--- src/rtl/core/tga_pixel_stream_decoder_defines.svh ---
// Assertion macros shared by the pixel stream decoder RTL.
// No dependencies; the checks compile away when SYNTH is defined.
`ifndef TGA_PIXEL_STREAM_DECODER_DEFINES_SVH
`define TGA_PIXEL_STREAM_DECODER_DEFINES_SVH
`ifndef SYNTH
// Same-cycle implication, disabled while reset is asserted.
`define TPSD_ASSERT_NOW(lbl, clk_i, rst_ni, ante, cons, msg) \
	lbl: assert property (@(posedge clk_i) disable iff (!rst_ni) (ante) |-> (cons)) \
		else $error(msg);
// Next-cycle implication, disabled while reset is asserted.
`define TPSD_ASSERT_NEXT(lbl, clk_i, rst_ni, ante, cons, msg) \
	lbl: assert property (@(posedge clk_i) disable iff (!rst_ni) (ante) |=> (cons)) \
		else $error(msg);
`else
`define TPSD_ASSERT_NOW(lbl, clk_i, rst_ni, ante, cons, msg)
`define TPSD_ASSERT_NEXT(lbl, clk_i, rst_ni, ante, cons, msg)
`endif
`endif

--- src/rtl/core/tpsd_fifo.sv ---
// Small synchronous FIFO, flags decoded from a fill register.
// No dependencies; DEPTH must be a power of two.
module tpsd_fifo #(
	parameter int WIDTH = 8,
	parameter int DEPTH = 4
) (
	input  logic             clk,
	input  logic             arst_n,
	input  logic             push,
	input  logic [WIDTH-1:0] wdata,
	output logic             full,
	input  logic             pop,
	output logic [WIDTH-1:0] rdata,
	output logic             empty
);

	localparam int AW = $clog2(DEPTH);
	localparam int CW = $clog2(DEPTH + 1);

	logic [WIDTH-1:0] mem_q [DEPTH];
	logic [AW-1:0]    wptr_q;
	logic [AW-1:0]    rptr_q;
	logic [CW-1:0]    count_q;
	logic             do_push;
	logic             do_pop;

	assign full    = (count_q == CW'(DEPTH));
	assign empty   = (count_q == '0);
	assign do_push = push && !full;
	assign do_pop  = pop && !empty;
	assign rdata   = mem_q[rptr_q];

	// Storage is written without reset.
	always_ff @(posedge clk) begin
		if (do_push) begin
			mem_q[wptr_q] <= wdata;
		end
	end

	// Pointers and fill level.
	always_ff @(posedge clk or negedge arst_n) begin
		if (!arst_n) begin
			wptr_q  <= '0;
			rptr_q  <= '0;
			count_q <= '0;
		end else begin
			if (do_push) begin
				wptr_q <= wptr_q + AW'(1);
			end
			if (do_pop) begin
				rptr_q <= rptr_q + AW'(1);
			end
			if (do_push && !do_pop) begin
				count_q <= count_q + CW'(1);
			end else if (do_pop && !do_push) begin
				count_q <= count_q - CW'(1);
			end
		end
	end

endmodule

--- config.mk ---
export PLATFORM = sky130hd
export DESIGN_NAME = tpsd_fifo
export DESIGN_NICKNAME = d
export VERILOG_FILES = /design/src/rtl/core/tga_pixel_stream_decoder_defines.svh /design/src/rtl/core/tpsd_fifo.sv
export SDC_FILE = /design/constraint.sdc
export NUM_CORES = 1
export LEC_CHECK = 0
export BUFFER_PORTS_ARGS = -buffer_cell sky130_fd_sc_hd__buf_2
export CORE_MARGIN = 1
export CORE_UTILIZATION = 46
export DETAILED_ROUTE_END_ITERATION = 6
export HOLD_SLACK_MARGIN = 0.12
export PLACE_DENSITY = 0.66
export SLEW_MARGIN = 20
export SYNTH_ARGS = -nofsm -noshare
export SYNTH_HDL_FRONTEND = slang
export SYNTH_SLANG_ARGS = --single-unit
--- constraint.sdc ---
create_clock -name clk -period 4.2 [get_ports clk]
set_clock_uncertainty 0.2 [all_clocks]
set_input_delay 0.42 -clock clk [delete_from_list [all_inputs] [get_ports clk]]
set_output_delay 0.42 -clock clk [all_outputs]
set_load 0.03 [all_outputs]
==> qor.csv, run 1 <==
metric,value,unit
rsz0062_at_grt,false,
drv_slew,0,
synth_top_family_by_area,multiplexers,
grt_pass1_wl,4090,microns
final_common_cell,edfxtp_1,
port_buffers,21,
finalSetupTns,0,ps
synth_compound_area_share,0,%
final_cell_mix,"edfxtp_1 (32), buf_2 (21), dlygate4sd3_1 (9)",
fin_area,0.00189,sq mm
fin_ws,1730,ps
placed_area,0.00173,sq mm
syn_inst,77,
die_area,0.00369,sq mm
postSynthAreaPerCell,20.6,sq um
yosysUniqueCellTypes,20,
num-nets-final,129,
gp_congestion,0.651,
drc,0,
slowest_delay,730,ps
vias,771,
ys_warn_count,0,
initial_core_util,50.4,%
viasPerCell,4.94,
wl,2570,microns
r2r_end,count_q[2],
multi_input_area,422,sq um
worstHoldStart,pop,
ff2ff_path_depth,8,
grt_pass1_vias,821,
min_delay_path_depth,3,
yosys.area_share.simple,5.04,%
cp_max_fo,10,
htree_levels,2,
dp_slack,1870,ps
finalPower,0.00131,W
period_share,58.8,%
fill_cells,263,
holdPathEnd,rptr_q[1],
clock-root-buffer,clkbuf_4,
wire_per_inst,16.5,microns
grt_usage,17.3,%
syn_nets,95,
crit_required,3580,ps
detail-route-antenna-nets,0,
yosysSeqAreaShare,71.5,%
cts-resized-gates,0,
cts_buffers,5,
setup_violations,0,
hp-class,in -> reg,
path_cells,mux4_2 -> buf_2,
synth-adder-area-share,5.20,%
overflow,0,
antenna_found_initial,0,
r2r_start,count_q[0],
max_slew_margin,61.1,%
crit_slowest_cell,dfrtp_1,
path_clk_slew,110,ps
num_io_pins,22,
diodes,0,
area_delta_synth_final,18.8,%
drv_cap,0,
netlist_area,0.00159,sq mm
r2r_slack,1880,ps
drive_gt1_share,39.3,%
rows,20,
grt_max_degree,12,
status,completed,
endpoint_kind,primary output,
period_needed,2470,ps
cts.sinks,39,
cts_tree,yes,
first_pass_iters,4,
drt_iter0_markers,21,
synth_mux_area_share,13.0,%
power.density,691,mW/mm^2
regArea,0.00114,sq mm
hpwl,1680,microns
die_x,60.8,microns
cp.arrival,1850,ps
worstSkewPairLatency,340,ps
worst_slew_pin_slew,584,ps
synth_xor_area_share,3.31,%
core,0.00315,sq mm
hold_viol,0,
fp.dieH,60.8,microns
p_leak,0.708,nW
start_kind,flop,
path_class,reg -> out,
fmax,405,MHz
max-vdd-ir-drop,0.000278,V
ys_seq_elements,39,
clock_path_buffers,2,
[worst max path at each step]
stage / to / cells past startpoint / slack, ps / start
after detailed placement: count_q[2] / 8 / 1870 / count_q[0]
after CTS: rdata[0] / 2 / 1680 / rptr_q[0]
final: rdata[0] / 2 / 1730 / rptr_q[0]
after global routing: rdata[0] / 2 / 1590 / rptr_q[0]
after global placement: count_q[2] / 8 / 1960 / count_q[0]
after floorplan: count_q[2] / 8 / 1490 / count_q[0]
[synth_stat cells]
master	count	area, sq um
edfxtp_1	32	961
mux4_2	8	180
dfrtp_1	7	175
ha_1	5	62.6
and2_2	4	30.0
xnor2_1	4	35.0
inv_1	3	11.3
xor2_1	2	17.5
buf_2	1	5.00
buf_6	1	11.3
clkbuf_1	1	3.75
fa_1	1	20.0
mux2_2	1	11.3
mux2_4	1	15.0
nand2b_1	1	6.26
nand3b_1	1	7.51
nor2_1	1	3.75
nor2b_2	1	8.76
nor3_1	1	5.00
nor3b_4	1	18.8
[cell type report]
class                      count  area share, %
sequential                    39           60.2
multi-input combinational     32           22.3
timing repair buffer          30           10.3
clock buffer                   8           3.64
tap                           44           2.92
inverter                       3          0.596
[where the power goes]
part	internal, W	switching, W
Combinational	0.000216	0.000262
Clock	0.0000986	0.000114
Sequential	0.000523	0.0000909
[timing repair]
action,in CTS,in global routing
hold buffers,9,0
endpoints found under the hold margin,39,0
setup buffers,0,0
[through the flow]
stage / hold WS (ps) / cells / util, %
after floorplan: -75.6 / 77 / -
after global placement: 62.1 / 139 / 54.8
after detailed placement: 63.7 / 139 / 54.8
after CTS: 174 / 156 / 59.9
after global routing: 170 / 156 / 59.9
final: 184 / 156 / 59.9
[registers in the layout, summed over array words and instances, names as in the netlist]
signal	flops
mem_q	32
rptr_q	2
wptr_q	2
count_q	3
[worst max-delay path: cells and delay by family (launching register included)]
family	cells	cell delay, ps
DFF	1	730
muxes	1	590
buffers and inverters	1	190
[metal layers]
layer  share of wire, %  vias up  track usage [%]
li1                   -      358                -
met1                 43      391             21.5
met2                 52       18             27.2
met3                3.7        4             7.04
met4                1.2        0             6.82
met5                  0        -                0
[cell families (layout without fill, tap and decap cells)]
| family | Yosys count | after routing |
|---|---|---|
| xor+xnor | 6 | 6 |
| fa+ha+maj | 6 | 6 |
| buf+inv | 6 | 41 |
| flops | 39 | 39 |
| mux | 10 | 10 |
| simple gates | 10 | 10 |
Power figures use the tool's default switching activity.
==> inputs of run 2 (changes only) <==
==> constraint.sdc (replaced) <==
create_clock -name clk -period 2.31 [get_ports clk]
set_clock_uncertainty 0.2 [all_clocks]
set_input_delay 0.231 -clock clk [delete_from_list [all_inputs] [get_ports clk]]
set_output_delay 0.231 -clock clk [all_outputs]
set_load 0.03 [all_outputs]
==> run 2 against run 1 <==
Effect of this change:
- register-to-register slack worse by 1800 ps
- worst setup slack worse by 1600 ps
- die area stayed put
- final area is 2.8% higher
- total power is 86% higher
- critical path type unchanged
- largest power group unchanged
- highest routed layer unchanged
==> qor.csv, run 2 (synthesis gave the netlist of run 1 again) <==
metric,value,unit
htree_levels,2,
wl,2520,microns
num-nets-final,133,
hpwl,1700,microns
finalPower,0.00243,W
path_class,reg -> out,
die_area,0.00369,sq mm
p_int,0.00155,W
combPwrFrac,39.4,%
p_leak,0.729,nW
worst_slew_pin_slew,432,ps
met3_usage,7.46,%
cts_tree,yes,
die_x,60.8,microns
vias,784,
grt_max_degree,13,
period_needed,2180,ps
first_pass_iters,4,
largest_reg_flops,32,
detail-route-antenna-nets,0,
fp.dieH,60.8,microns
endpoint_kind,primary output,
grt_usage,16.7,%
drive_gt1_share,42.2,%
start_kind,flop,
setup_violations,0,
cp_max_fo,6,
final_common_cell,edfxtp_1,
core,0.00315,sq mm
path_clk_slew,110,ps
clock_path_buffers,2,
power.density,1250,mW/mm^2
worstSkewPairLatency,340,ps
cts_setup_buffers,0,
area_delta_synth_final,22.1,%
power_switching_share,36.2,%
rsz0062_at_grt,false,
regArea,0.00114,sq mm
diodes,0,
gp_congestion,0.620,
cp.arrival,1750,ps
fmax,459,MHz
grt_pass1_wl,3950,microns
hold_viol,0,
fill_cells,257,
num_io_pins,22,
grt_pass1_vias,826,
cts-resized-gates,0,
drt_iter0_markers,18,
status,completed,
drc,0,
crit_required,1880,ps
grt_use_met1,19.7,%
switchingPower,0.000879,W
multi_input_area,433,sq um
seqPwrFrac,46.0,%
max-vdd-ir-drop,0.000566,V
final_cell_mix,"edfxtp_1 (32), buf_2 (21), dlygate4sd3_1 (11)",
min_delay_path_depth,4,
period_share,94.4,%
antenna_found_initial,0,
overflow,0,
finalSetupTns,0,ps
drv_cap,0,
top_usage_layer,met2,
max_slew_margin,71.2,%
top_register,mem_q,
power_frac_clock,14.7,%
rows,20,
largest_registers,"mem_q x32, count_q x3",
clock-root-buffer,clkbuf_4,
viasPerCell,4.90,
drv_slew,0,
cts_buffers,5,
hp-class,in -> reg,
initial_core_util,50.4,%
wire_per_inst,15.8,microns
port_buffers,21,
grt_use_met2,26.2,%
cts.sinks,39,
ff2ff_path_depth,8,
==> run 2: worst paths after layout <==
check	endpoint	slack [ps]	startpoint
max	rdata[6]	130	rptr_q[0]
min	wptr_q[0]	190	push
max reg2reg	count_q[2]	130	count_q[0]
min reg2reg	wptr_q[1]	390	wptr_q[1]
max in group asynchronous	count_q[0]	1000	arst_n
min in group asynchronous	rptr_q[0]	640	arst_n
==> run 2: worst max-delay path, cell delays in order (launching register included) <==
cell and delay (ps):
dfrtp_1 550, buf_12 180, mux4_2 500, buf_2 190
==> run 2: per-stage QoR <==
step	hold slack, ps	setup WS (ps)	instance area [sq um]	std cells	utilization (%)
6_report	190	129	1940	160	61.5
5_1_grt	206	1.92	1940	160	61.5
4_1_cts	180	93.9	1940	160	61.5
3_5_place_dp	-124	160	1770	141	56.2
3_3_place_gp	-124	230	1770	141	56.2
2_1_floorplan	-265	8.40	1600	77	-
==> run 2: per-layer routing <==
| layer | wire, microns | vias to the layer above |
|---|---|---|
| met2 | 1320 | 22 |
| met3 | 131 | 6 |
| met4 | 49 | 0 |
| met1 | 1020 | 392 |
| li1 | - | 364 |
| met5 | 0 | - |
==> run 2: layout make-up <==
type	instances	share of cell area [%]
sequential	39	58.7
inverter	3	0.580
timing repair buffer	34	12.5
multi-input combinational	32	22.3
tap	44	2.84
clock buffer	7	2.84
clock inverter	1	0.258
==> run 2: repair_timing <==
item	CTS	global route
endpoints found under the hold margin	41	0
endpoints found under the setup margin	0	0
hold buffers	11	0
==> run 2: power by group through the flow <==
stage          clock, W  sequential [W]  combinational [W]
3_3_place_gp          0         0.00112           0.000927
4_1_cts        0.000372         0.00112           0.000958
6_report       0.000355         0.00112           0.000955
5_1_grt        0.000406         0.00114            0.00103
3_5_place_dp          0         0.00113           0.000941
2_1_floorplan         0         0.00105           0.000760
