**src/rtl/core/tga_pixel_stream_decoder_defines.svh**
```systemverilog
// Assertion macros shared by the pixel stream decoder RTL.
// No dependencies; the checks compile away when SYNTH is defined.
`ifndef TGA_PIXEL_STREAM_DECODER_DEFINES_SVH
`define TGA_PIXEL_STREAM_DECODER_DEFINES_SVH
`ifndef SYNTH
// Same-cycle implication, disabled while reset is asserted.
`define TPSD_ASSERT_NOW(lbl, clk_i, rst_ni, ante, cons, msg) \
	lbl: assert property (@(posedge clk_i) disable iff (!rst_ni) (ante) |-> (cons)) \
		else $error(msg);
// Next-cycle implication, disabled while reset is asserted.
`define TPSD_ASSERT_NEXT(lbl, clk_i, rst_ni, ante, cons, msg) \
	lbl: assert property (@(posedge clk_i) disable iff (!rst_ni) (ante) |=> (cons)) \
		else $error(msg);
`else
`define TPSD_ASSERT_NOW(lbl, clk_i, rst_ni, ante, cons, msg)
`define TPSD_ASSERT_NEXT(lbl, clk_i, rst_ni, ante, cons, msg)
`endif
`endif

```
**src/rtl/core/tpsd_pkg.sv**
```systemverilog
// Shared types, codes and helpers for the pixel stream decoder.
// No dependencies; imported by tpsd_front, tpsd_back and the top level.
package tpsd_pkg;

	// Default sizes for the top-level parameters.
	localparam int ColormapDepthDef  = 256;
	localparam int PixelCountBitsDef = 24;

	// Internal queue depths (powers of two).
	localparam int CmdQueueDepth = 4;
	localparam int ResQueueDepth = 2;

	// Configuration port.
	localparam int CfgIndexBits = 3;
	localparam int CfgDataBits  = 24;

	localparam logic [CfgIndexBits-1:0] CFG_PIXEL_FORMAT    = 3'd0;
	localparam logic [CfgIndexBits-1:0] CFG_RLE_ENABLE      = 3'd1;
	localparam logic [CfgIndexBits-1:0] CFG_PIXEL_COUNT     = 3'd2;
	localparam logic [CfgIndexBits-1:0] CFG_ID_SKIP_LENGTH  = 3'd3;
	localparam logic [CfgIndexBits-1:0] CFG_COLORMAP_ENTRIES = 3'd4;

	// Pixel format codes.
	localparam logic [2:0] FMT_INDEXED8   = 3'd0;
	localparam logic [2:0] FMT_RGB16      = 3'd1;
	localparam logic [2:0] FMT_BGR24      = 3'd2;
	localparam logic [2:0] FMT_BGRA32     = 3'd3;
	localparam logic [2:0] FMT_GRAY8      = 3'd4;
	localparam logic [2:0] FMT_GRAY_ALPHA = 3'd5;

	// Packet header and 16-bit color field masks.
	localparam logic [7:0]  RLE_COUNT_MASK = 8'h7F;
	localparam logic [7:0]  RLE_RUN_MASK   = 8'h80;
	localparam logic [15:0] RGB16_RED_MASK = 16'h7C00;
	localparam logic [15:0] RGB16_GRN_MASK = 16'h03E0;
	localparam logic [15:0] RGB16_BLU_MASK = 16'h001F;

	// One entry of the queue between front and back: a colormap write or a pixel.
	typedef struct packed {
		logic        is_write;
		logic [2:0]  fmt;
		logic        in_map;
		logic [7:0]  cm_addr;
		logic [31:0] data;
		logic [7:0]  repeat_count;
		logic        image_end;
		logic        overrun;
	} cmd_t;

	// One result beat.
	typedef struct packed {
		logic [7:0] chan_red;
		logic [7:0] chan_green;
		logic [7:0] chan_blue;
		logic [7:0] chan_alpha;
		logic [7:0] repeat_count;
		logic       image_end;
		logic       overrun;
	} result_t;

	// Bytes that make up one pixel; unused codes behave as gray8.
	function automatic logic [2:0] bytes_per_pixel(input logic [2:0] fmt);
		logic [2:0] n;
		unique case (fmt)
			FMT_RGB16:      n = 3'd2;
			FMT_BGR24:      n = 3'd3;
			FMT_BGRA32:     n = 3'd4;
			FMT_GRAY_ALPHA: n = 3'd2;
			default:        n = 3'd1;
		endcase
		return n;
	endfunction

endpackage

```
**src/rtl/core/tpsd_front.sv**
```systemverilog
// Front end: configuration registers, stream phase tracking and pixel assembly.
// Depends on tpsd_pkg; emits colormap writes and pixel commands to the queue.
module tpsd_front import tpsd_pkg::*; #(
	parameter int COLORMAP_DEPTH   = ColormapDepthDef,
	parameter int PIXEL_COUNT_BITS = PixelCountBitsDef
) (
	input  logic                    clk,
	input  logic                    arst_n,
	input  logic                    cfg_wr_en,
	input  logic [CfgIndexBits-1:0] cfg_index,
	input  logic [CfgDataBits-1:0]  cfg_data,
	input  logic                    push,
	input  logic [7:0]              data_byte,
	input  logic                    start_of_stream,
	output logic                    full,
	input  logic                    cmd_full,
	output logic                    cmd_push,
	output cmd_t                    cmd
);

	localparam int PCB = PIXEL_COUNT_BITS;
	localparam logic [8:0] MapDepth = 9'(COLORMAP_DEPTH);

	typedef enum logic [2:0] {
		PH_SKIP,
		PH_CMAP,
		PH_HEAD,
		PH_PIX,
		PH_DONE
	} phase_t;

	// Configuration registers.
	logic [2:0]  fmt_q;
	logic        rle_q;
	logic [23:0] count_q;
	logic [7:0]  idskip_q;
	logic [8:0]  entries_q;

	// Stream state.
	phase_t          phase_q, phase_d;
	logic [9:0]      byte_cnt_q, byte_cnt_d;
	logic [23:0]     asm_q, asm_d;
	logic [1:0]      nbytes_q, nbytes_d;
	logic [7:0]      pkt_rem_q, pkt_rem_d;
	logic            pkt_run_q, pkt_run_d;
	logic [PCB-1:0]  left_q, left_d;
	logic [8:0]      cm_idx_q, cm_idx_d;
	logic [8:0]      cm_loaded_q, cm_loaded_d;
	logic            clip_q, clip_d;
	logic            rle_mode_q, rle_mode_d;

	logic        accept;
	logic        cmd_valid;
	logic [7:0]  hdr_count;
	logic [7:0]  pix_count;
	logic [2:0]  bpp;
	logic [31:0] pix_value;

	assign full     = cmd_full;
	assign accept   = push && !cmd_full;
	assign cmd_push = accept && cmd_valid;
	assign bpp      = bytes_per_pixel(fmt_q);

	// Configuration writes.
	always_ff @(posedge clk or negedge arst_n) begin
		if (!arst_n) begin
			fmt_q     <= FMT_BGR24;
			rle_q     <= 1'b0;
			count_q   <= '0;
			idskip_q  <= '0;
			entries_q <= '0;
		end else if (cfg_wr_en) begin
			unique case (cfg_index)
				CFG_PIXEL_FORMAT:     fmt_q     <= cfg_data[2:0];
				CFG_RLE_ENABLE:       rle_q     <= cfg_data[0];
				CFG_PIXEL_COUNT:      count_q   <= cfg_data[23:0];
				CFG_ID_SKIP_LENGTH:   idskip_q  <= cfg_data[7:0];
				CFG_COLORMAP_ENTRIES: entries_q <= cfg_data[8:0];
				default: ;
			endcase
		end
	end

	// Next-state logic for one accepted byte: restart, phase settling, then the byte itself.
	always_comb begin
		phase_d     = phase_q;
		byte_cnt_d  = byte_cnt_q;
		asm_d       = asm_q;
		nbytes_d    = nbytes_q;
		pkt_rem_d   = pkt_rem_q;
		pkt_run_d   = pkt_run_q;
		left_d      = left_q;
		cm_idx_d    = cm_idx_q;
		cm_loaded_d = cm_loaded_q;
		clip_d      = clip_q;
		rle_mode_d  = rle_mode_q;
		cmd         = '0;
		cmd_valid   = 1'b0;
		hdr_count   = '0;
		pix_count   = '0;
		pix_value   = '0;

		if (start_of_stream) begin
			phase_d     = PH_SKIP;
			byte_cnt_d  = '0;
			asm_d       = '0;
			nbytes_d    = '0;
			pkt_rem_d   = '0;
			pkt_run_d   = 1'b0;
			cm_idx_d    = '0;
			cm_loaded_d = '0;
			clip_d      = 1'b0;
			left_d      = PCB'(count_q);
		end

		// Pass over phases that are already complete.
		if (phase_d == PH_SKIP && byte_cnt_d >= {2'b00, idskip_q}) begin
			phase_d  = PH_CMAP;
			cm_idx_d = '0;
			nbytes_d = '0;
			asm_d    = '0;
		end
		if (phase_d == PH_CMAP && cm_idx_d >= entries_q) begin
			rle_mode_d = rle_q;
			nbytes_d   = '0;
			asm_d      = '0;
			phase_d    = rle_q ? PH_HEAD : PH_PIX;
		end
		if ((phase_d == PH_HEAD || phase_d == PH_PIX) && left_d == '0) begin
			phase_d = PH_DONE;
		end

		unique case (phase_d)
			PH_SKIP: begin
				byte_cnt_d = byte_cnt_d + 10'd1;
			end
			PH_CMAP: begin
				if (nbytes_d < 2'd2) begin
					asm_d    = asm_d | (24'(data_byte) << {nbytes_d, 3'b000});
					nbytes_d = nbytes_d + 2'd1;
				end else begin
					// Third byte completes a B, G, R entry.
					if (cm_idx_d < MapDepth) begin
						cmd.is_write = 1'b1;
						cmd.cm_addr  = cm_idx_d[7:0];
						cmd.data     = {8'h00, data_byte, asm_d[15:0]};
						cmd_valid    = 1'b1;
						cm_loaded_d  = cm_idx_d + 9'd1;
					end
					cm_idx_d = cm_idx_d + 9'd1;
					nbytes_d = '0;
					asm_d    = '0;
				end
			end
			PH_HEAD: begin
				// Packet header: count in the low bits, run flag on top.
				hdr_count = (data_byte & RLE_COUNT_MASK) + 8'd1;
				pkt_run_d = (data_byte & RLE_RUN_MASK) != 8'h00;
				if (PCB'(hdr_count) > left_d) begin
					clip_d    = 1'b1;
					hdr_count = left_d[7:0];
				end else begin
					clip_d = 1'b0;
				end
				pkt_rem_d = hdr_count;
				nbytes_d  = '0;
				asm_d     = '0;
				phase_d   = PH_PIX;
			end
			PH_PIX: begin
				if ({1'b0, nbytes_d} + 3'd1 < bpp) begin
					asm_d    = asm_d | (24'(data_byte) << {nbytes_d, 3'b000});
					nbytes_d = nbytes_d + 2'd1;
				end else begin
					// Pixel complete: work out its repeat and update the counters.
					pix_value = {8'h00, asm_d} | (32'(data_byte) << {nbytes_d, 3'b000});
					nbytes_d  = '0;
					asm_d     = '0;
					pix_count = (rle_mode_d && pkt_run_d) ? pkt_rem_d : 8'd1;
					if (pix_count == 8'd0) begin
						pix_count = 8'd1;
					end
					if (PCB'(pix_count) > left_d) begin
						pix_count = left_d[7:0];
					end
					left_d = left_d - PCB'(pix_count);
					if (rle_mode_d) begin
						pkt_rem_d = (pkt_rem_d >= pix_count) ? pkt_rem_d - pix_count : 8'd0;
					end
					cmd.is_write     = 1'b0;
					cmd.fmt          = fmt_q;
					cmd.in_map       = {1'b0, pix_value[7:0]} < cm_loaded_d;
					cmd.data         = pix_value;
					cmd.repeat_count = pix_count;
					cmd.image_end    = (left_d == '0);
					cmd.overrun      = rle_mode_d && clip_d;
					cmd_valid        = 1'b1;
					if (left_d == '0) begin
						phase_d = PH_DONE;
					end else if (rle_mode_d && pkt_rem_d == 8'd0) begin
						phase_d = PH_HEAD;
					end
				end
			end
			PH_DONE: ;
			default: ;
		endcase
	end

	// State registers update on each accepted beat.
	always_ff @(posedge clk or negedge arst_n) begin
		if (!arst_n) begin
			phase_q     <= PH_SKIP;
			byte_cnt_q  <= '0;
			asm_q       <= '0;
			nbytes_q    <= '0;
			pkt_rem_q   <= '0;
			pkt_run_q   <= 1'b0;
			left_q      <= '0;
			cm_idx_q    <= '0;
			cm_loaded_q <= '0;
			clip_q      <= 1'b0;
			rle_mode_q  <= 1'b0;
		end else if (accept) begin
			phase_q     <= phase_d;
			byte_cnt_q  <= byte_cnt_d;
			asm_q       <= asm_d;
			nbytes_q    <= nbytes_d;
			pkt_rem_q   <= pkt_rem_d;
			pkt_run_q   <= pkt_run_d;
			left_q      <= left_d;
			cm_idx_q    <= cm_idx_d;
			cm_loaded_q <= cm_loaded_d;
			clip_q      <= clip_d;
			rle_mode_q  <= rle_mode_d;
		end
	end

endmodule

```
**config.mk**
```make
export PLATFORM = sky130hd
export DESIGN_NAME = tpsd_front
export DESIGN_NICKNAME = d
export VERILOG_FILES = /design/src/rtl/core/tga_pixel_stream_decoder_defines.svh /design/src/rtl/core/tpsd_pkg.sv /design/src/rtl/core/tpsd_front.sv
export SDC_FILE = /design/constraint.sdc
export NUM_CORES = 1
export LEC_CHECK = 0
export ABC_AREA = 1
export BUFFER_PORTS_ARGS = -buffer_cell sky130_fd_sc_hd__buf_4
export CAP_MARGIN = 30
export CORE_MARGIN = 5
export CORE_UTILIZATION = 45
export CTS_BUF_LIST = sky130_fd_sc_hd__clkbuf_2 sky130_fd_sc_hd__clkbuf_4 sky130_fd_sc_hd__clkbuf_8
export DETAILED_ROUTE_END_ITERATION = 10
export SLEW_MARGIN = 20
export SYNTH_ARGS = -nofsm -noshare
export SYNTH_HDL_FRONTEND = slang
export SYNTH_SLANG_ARGS = --single-unit
```
**constraint.sdc**
```tcl
create_clock -name clk -period 11.91 [get_ports clk]
set_clock_uncertainty 0.05 [all_clocks]
set_input_delay 1.191 -clock clk [delete_from_list [all_inputs] [get_ports clk]]
set_output_delay 1.191 -clock clk [all_outputs]
set_load 0.02 [all_outputs]
```
==> flow_metrics.tcl, run 1 <==
set metrics [dict create \
    final_nets 1656 \
    path_clk_slew_ps 80 \
    dp.cells 1844 \
    rsz0062_at_grt "no" \
    crit_fanout 22 \
    grtUsageTotal 0.236 \
    synth_area_per_cell_um2 7.13 \
    fin_tns_setup_ps 0 \
    place_ws_ps 694 \
    dpl_cell_area_mm2 0.0115 \
    initial_utilization 0.461 \
    dieArea_mm2 0.0265 \
    internal-power_mw 1.00 \
    max_slew_margin 0.395 \
    die_w_um 163 \
    pwr-share-comb 0.421 \
    root_buffer "clkbuf_8" \
    netSwitchingPower_mw 0.757 \
    grt_max_degree 82 \
    status "finished clean" \
    fin_ws_ps 969 \
    cts_buffer_depth 2 \
    first_iter_violations 682 \
    clock_latency_ps 460 \
    startpoint_type "input pin" \
    ys_seq_elements 137 \
    report.final.slew_viol_count 0 \
    rows 55 \
    post_cts_resized 0 \
    path_common_cell "nand2_1" \
    placement.io_buffers 97 \
    synth_area_mm2 0.0105 \
    gp_congestion 0.929 \
    synth_area_leaders "dfrtp_1, nand2_1, ha_1" \
    hp-start "count_q[6]$_DFFE_PN0P_" \
    vias_per_cell 5.40 \
    powerDensity_mw_per_mm2 148 \
    swShare 0.430 \
    area.growth.synth_to_final_pct 13.3 \
    p_leak_nw 6.03 \
    r2r-start "byte_cnt_q[3]$_DFFE_PN0P_" \
    tritoncts "built" \
    drc 0 \
    antenna-diode-count 0 \
    total_power_mw 1.76 \
    synth_edf_count 0 \
    slowest_stage "o2111a_1" \
    hpwl_um 23000 \
    setup_violations 0 \
    die_h_um 163 \
    routedWlPerCell_um 16.7 \
    dr.pass1.iters 7 \
    hold_violations 0 \
    min_path_cells 2 \
    hold_path_class "reg2reg" \
    cts_buffers 17 \
    clock-sinks 137 \
    synthTopCellsByCount "nand2_1, inv_1, nor2_1, dfrtp_1, o21ai_0" \
    cp-end-kind "output pin" \
    yosys.area.top_type "dfrtp_1" \
    irDropWorstVdd_uv 71.3 \
    cpPeakStageDelay_ps 490 \
    cts_hold_buf 0 \
    fin_cells 1877 \
    totalWireLength_um 31300 \
    ant_nets 0 \
    core-area_mm2 0.0228 \
    reg2regPathDepth 54 \
    htreeDepth 4 \
    fin_util 0.522 \
    grt_first_pass_wirelength_um 50500 \
    timing.hold.ws_ps 433 \
    drive_gt1_frac 0.153 \
    synth_ff_type "dfrtp_1" \
    yosysWarnings 0 \
    synth.distinct_cells 55 \
    syn_inst 1472 \
    async_flop_share 1.00 \
    seq_power_share 0.348 \
    worstPathArrival_ps 9700 \
    overflow 0 \
    stdcell_area_mm2 0.0119 \
    startpoint "start_of_stream" \
    tightestPinTransition_ps 898 \
    antenna_found_initial 0 \
    synth_most_common_cell "nand2_1" \
    synth_fp_nets 1577 \
    vias 10139 \
    grt_pass1_vias 9716 \
    p_clk_frac 0.230 \
    yosysTopAreaCellShare 0.324 \
    ys_seq_area_frac 0.327 \
    finalCritPeriodShare 0.919 \
    drv_cap 0 \
    min_period_ps 10940 \
    io_pins 98 \
    fmax_mhz 91.4 \
    postCtsSetupBuffers 0 \
    cp.required_ps 10670 \
    path_class "in2out" \
]
[routing by layer]
metal  part of all wire  routed length, um  up-vias  GRT usage
li1                   -                  -     4990          -
met1               0.46              14300     4783      0.330
met2               0.46              14300      318      0.376
met3              0.065               2030       48     0.0375
met4              0.022                687        0     0.0751
met5                  0                  0        -          0
[power by group through the flow]
| stage | registers, mW | clock network, mW | logic (mW) |
|---|---|---|---|
| global route | 0.625 | 0.437 | 0.837 |
| finish | 0.613 | 0.406 | 0.742 |
| CTS | 0.612 | 0.416 | 0.738 |
| global placement | 0.619 | 0 | 0.728 |
| detailed placement | 0.620 | 0 | 0.735 |
| floorplan | 0.604 | 0 | 0.548 |
[area by class of cell]
type,instances,area [um^2]
repair buffers,117,890
clock inverters,14,160
multi-input cells,1066,5980
clock buffers,18,241
flip-flops and latches,137,3430
well taps,313,392
fillers,2271,10900
inverters,212,800
[critical path, delay by kind of cell]
family          cells  cell delay, ps
simple gates       28            3880
compound gates     10            2010
fa+ha+maj           4            1130
buf+inv             9            1130
xor+xnor            1             310
[worst paths after layout]
check / end / slack (ps)
max: cmd[1] / 970
min: count_q[6]$_DFFE_PN0P_ / 430
max reg2reg: phase_q[0]$_DFFE_PN0P_ / 3120
min reg2reg: count_q[6]$_DFFE_PN0P_ / 430
max in group asynchronous: phase_q[2]$_DFFE_PN0P_ / 9840
min in group asynchronous: pkt_rem_q[0]$_DFFE_PN0P_ / 690
[kinds of logic after synthesis]
family / share of synthesized area
flip-flops: 0.327
AND/OR/NAND/NOR: 0.276
multiplexers: 0.0209
XOR/XNOR: 0.0325
adder cells (fa/ha/maj): 0.0777
buffers and inverters: 0.105
AO/OA/AOI/OAI: 0.162
[cells in the final DEF (no fill, tap or decap), types with 4 or more instances in the layout]
master	n
clkbuf_8	17
buf_4	115
inv_6	5
o21ai_0	99
a211oi_1	5
inv_1	196
nor2_1	136
nor3_1	46
nand3_1	76
o21ai_1	58
a31oi_1	8
mux2_2	15
o21bai_1	4
o22ai_1	16
inv_2	13
nand2_4	5
a21oi_1	74
o211ai_1	15
nand2_1	296
dfrtp_1	136
a21boi_0	4
nand4_1	20
xor2_1	31
a22o_1	8
or2_2	21
nand2_2	9
nor2_2	5
nand3_2	4
xnor2_1	8
ha_1	62
mux2i_1	5
[sequential cells by signal, summed over array words and instances (netlist names), 2 cells and up]
register     cells
idskip_q         8
count_q         24
fmt_q            3
pkt_rem_q        8
entries_q        9
nbytes_q         2
cm_idx_q         9
byte_cnt_q      10
phase_q          3
left_q          24
asm_q           24
cm_loaded_q      9
No activity file was read; power rests on OpenSTA's default activity.
==> run 2: changes to the inputs <==
CORE_UTILIZATION = 40   (was 45)
==> flow_metrics.tcl, run 2 (same netlist as run 1, synthesis figures left out) <==
set metrics [dict create \
    fin_tns_setup_ps 0 \
    clock-sinks 137 \
    vias_per_cell 5.24 \
    first_iter_violations 703 \
    hold_violations 0 \
    cp.required_ps 10670 \
    root_buffer "clkbuf_8" \
    crit_fanout 45 \
    fin_util 0.457 \
    cp-end-kind "output pin" \
    antenna_found_initial 0 \
    routedWlPerCell_um 16.7 \
    antenna-diode-count 0 \
    tritoncts "built" \
    mostFrequentLayoutCells "nand2_1, inv_1, nor2_1, dfrtp_1, buf_4" \
    cts_buffers 17 \
    gp_congestion 0.908 \
    path_class "in2out" \
    rsz0062_at_grt "no" \
    drv_cap 0 \
    clock_latency_ps 460 \
    path_clk_slew_ps 80 \
    worstPathArrival_ps 9590 \
    io_pins 98 \
    use_met1 0.292 \
    die_h_um 172 \
    htreeDepth 4 \
    max_slew_margin 0.360 \
    drive_gt1_frac 0.150 \
    cts_hold_buf 0 \
    multi_input_area_mm2 0.00598 \
    cpPeakStageDelay_ps 440 \
    top_usage_layer "met2" \
    seqCellArea_mm2 0.00343 \
    dieArea_mm2 0.0296 \
    gr-usage-met3 0.0359 \
    vias 9922 \
    mostFrequentLayoutCell "nand2_1" \
    overflow 0 \
    powerDensity_mw_per_mm2 147 \
    tightestPinTransition_ps 957 \
    ant_nets 0 \
    grt_pass1_vias 9721 \
    p_leak_nw 6.01 \
    status "finished clean" \
    startpoint_type "input pin" \
    final_nets 1651 \
    grtUsageTotal 0.214 \
    min_period_ps 10830 \
    reg2reg_slack_ps 3320 \
    report.final.slew_viol_count 0 \
    met2_usage 0.353 \
    totalWireLength_um 31600 \
    fmax_mhz 92.3 \
    setup_violations 0 \
    grt_first_pass_wirelength_um 50600 \
    cts_buffer_depth 2 \
    irDropWorstVdd_uv 75.8 \
    drc 0 \
    nFillCells 2706 \
    hold_path_class "reg2reg" \
    slowest_stage "o21ai_0" \
    die_w_um 172 \
    grt_max_degree 74 \
    finalCritPeriodShare 0.910 \
    placement.io_buffers 97 \
    total_power_mw 1.75 \
    initial_utilization 0.404 \
    hpwl_um 23400 \
    timing.hold.ws_ps 432 \
    reg_top3 "asm_q (24), count_q (24), left_q (24)" \
    core-area_mm2 0.0260 \
    dr.pass1.iters 5 \
    rows 59 \
    area.growth.synth_to_final_pct 13.2 \
]
run 2: final cells by class:
class / count / share of cell area
multi-input cells: 1066 / 0.504
flip-flops and latches: 137 / 0.289
repair buffers: 112 / 0.0731
inverters: 212 / 0.0673
well taps: 335 / 0.0353
clock buffers: 18 / 0.0209
clock inverters: 13 / 0.0113
run 2: worst paths after layout:
check,cells after the start,start,to
worst max-delay path,49,start_of_stream,cmd[1]
worst min-delay path,2,left_q[3]$_DFFE_PN0P_,left_q[3]$_DFFE_PN0P_
worst max register to register,56,byte_cnt_q[3]$_DFFE_PN0P_,phase_q[0]$_DFFE_PN0P_
worst min register to register,2,left_q[3]$_DFFE_PN0P_,left_q[3]$_DFFE_PN0P_
max in group asynchronous,3,arst_n,left_q[13]$_DFFE_PN0P_
min in group asynchronous,1,arst_n,asm_q[14]$_DFFE_PN0P_
run 2: what timing repair did:
item / 4_1_cts / 5_1_grt
setup endpoints to repair: 0 / 1
resized for setup: 0 / 5
hold endpoints to repair: 0 / 0
buffers inserted: 0 / 0
run 2: critical path, delay by kind of cell:
kind / cells / cell delay (ps)
buffers and inverters: 7 / 1110
AND/OR/NAND/NOR: 27 / 3760
XOR/XNOR: 1 / 300
AO/OA/AOI/OAI: 10 / 1940
adder cells (fa/ha/maj): 4 / 1230
run 2: power by group:
part | internal (mW) | leakage, nW | switching [mW]
clock network | 0.176 | 0.191 | 0.215
logic | 0.249 | 4.05 | 0.493
registers | 0.559 | 1.77 | 0.0543
run 2: stage by stage:
step | worst slack (ps) | area, um^2 | std cells
2_1_floorplan | 1620 | 10500 | 1472
3_3_place_gp | 736 | 11500 | 1860
3_5_place_dp | 499 | 11500 | 1862
4_1_cts | 504 | 11900 | 1893
5_1_grt | 129 | 11900 | 1893
6_report | 1080 | 11900 | 1893
run 2: per-layer routing:
metal,vias up,wire (um)
met3,39,1660
met1,4601,14700
met5,-,0
met2,299,14600
met4,0,600
li1,4983,-
==> run 3: changes to the inputs <==
GPL_TIMING_DRIVEN = 0   (was unset)
==> flow_metrics.tcl, run 3 (same netlist as run 1, synthesis figures left out) <==
set metrics [dict create \
    crit_fanout 18 \
    placement.io_buffers 96 \
    path_class "in2out" \
    hpwl_um 26800 \
    drv_cap 0 \
    wl_met1_um 15300 \
    status "finished clean" \
    cts_hold_buf 0 \
    cp.required_ps 10670 \
    clock_latency_ps 480 \
    wl_met3_um 2450 \
    cp-end-kind "output pin" \
    die_h_um 172 \
    routedWlPerCell_um 18.0 \
    clock-sinks 137 \
    drc 0 \
    grtUsageTotal 0.236 \
    finalCritPeriodShare 0.926 \
    cts_buffer_depth 2 \
    slowest_stage "ha_1" \
    area.growth.synth_to_final_pct 16.0 \
    grt_pass1_vias 10117 \
    nFillCells 2677 \
    reg_top3 "asm_q (24), count_q (24), left_q (24)" \
    hold_violations 0 \
    startpoint_type "input pin" \
    fin_ws_ps 879 \
    cts_buffers 17 \
    tightestPinTransition_ps 901 \
    fin_util 0.469 \
    worstPathArrival_ps 9790 \
    mostFrequentLayoutCells "nand2_1, inv_1, dfrtp_1" \
    htreeDepth 4 \
    drive_gt1_frac 0.163 \
    mostFrequentLayoutCell "nand2_1" \
    hold_path_class "reg2reg" \
    setup_violations 0 \
    p_leak_nw 6.15 \
    path_common_cell "nand2_1" \
    totalWireLength_um 34800 \
    irDropWorstVdd_uv 69.6 \
    wl_met2_um 16400 \
    overflow 0 \
    fmax_mhz 90.7 \
    cpPeakStageDelay_ps 330 \
    root_buffer "clkbuf_8" \
    grt_first_pass_wirelength_um 54700 \
    tritoncts "built" \
    max_slew_margin 0.393 \
    vias_per_cell 5.37 \
    vias 10379 \
    top_layer "met4" \
    final_nets 1691 \
    initial_utilization 0.404 \
    gp_congestion 0.937 \
    io_pins 98 \
    die_w_um 172 \
    powerDensity_mw_per_mm2 148 \
    grt_max_degree 86 \
    dr.pass1.iters 6 \
    dieArea_mm2 0.0296 \
    report.final.slew_viol_count 0 \
    first_iter_violations 900 \
    place_ws_ps -1210 \
    path_clk_slew_ps 80 \
    rows 59 \
    min_period_ps 11030 \
    antenna-diode-count 0 \
    rsz0062_at_grt "no" \
    core-area_mm2 0.0260 \
    ant_nets 0 \
    antenna_found_initial 0 \
]
run 3: final cells by class:
type,instances,area (um^2),share of cell area
inverters,212,800,0.0657
clock inverters,14,188,0.0154
multi-input cells,1066,6020,0.495
repair buffers,98,767,0.0630
clock buffers,18,248,0.0203
plain buffers,54,302,0.0248
flip-flops and latches,137,3430,0.282
well taps,335,419,0.0344
run 3: routing by layer:
| metal | vias up | track usage |
|---|---|---|
| met3 | 45 | 0.0425 |
| met4 | 0 | 0.0602 |
| li1 | 5083 | - |
| met2 | 371 | 0.396 |
| met5 | - | 0 |
| met1 | 4880 | 0.318 |
run 3: timing repair:
item,in CTS,in global routing
endpoints found under the setup margin,1,1
buffers inserted,0,0
pin swaps,0,1
gates resized for setup,11,18
run 3: critical path: cells and delay by family:
family / cells / cell delay (ps)
compound gates: 8 / 1380
buf+inv: 11 / 1710
fa+ha+maj: 4 / 1080
xor+xnor: 1 / 270
simple gates: 31 / 4090
run 3: power by group:
part           internal, mW  total, mW  switching [mW]
Combinational         0.256      0.758           0.502
Sequential            0.559      0.611          0.0528
Clock                 0.219      0.436           0.217
Total                  1.03       1.81           0.772
run 3: stage by stage:
step / setup TNS (ps) / hold WS, ps / instances / total power [mW] / cell area, um^2
4_1_cts: 0 / 439 / 1936 / 1.80 / 12100
6_report: 0 / 438 / 1934 / 1.81 / 12200
5_1_grt: 0 / 454 / 1934 / 1.94 / 12200
3_3_place_gp: -1640 / 410 / 1903 / 1.35 / 11600
3_5_place_dp: -1750 / 416 / 1905 / 1.36 / 11700
2_1_floorplan: 0 / 394 / 1472 / 1.15 / 10500
run 3: final timing paths:
path / startpoint / end / slack (ps) / cells past startpoint
max: start_of_stream / cmd[1] / 880 / 55
min in group asynchronous: arst_n / pkt_rem_q[4]$_DFFE_PN0P_ / 560 / 1
min: count_q[1]$_DFFE_PN0P_ / count_q[1]$_DFFE_PN0P_ / 440 / 2
max reg2reg: byte_cnt_q[3]$_DFFE_PN0P_ / phase_q[0]$_DFFE_PN0P_ / 3350 / 58
max in group asynchronous: arst_n / fmt_q[1]$_DFFE_PN1P_ / 10450 / 2
min reg2reg: count_q[1]$_DFFE_PN0P_ / count_q[1]$_DFFE_PN0P_ / 440 / 2
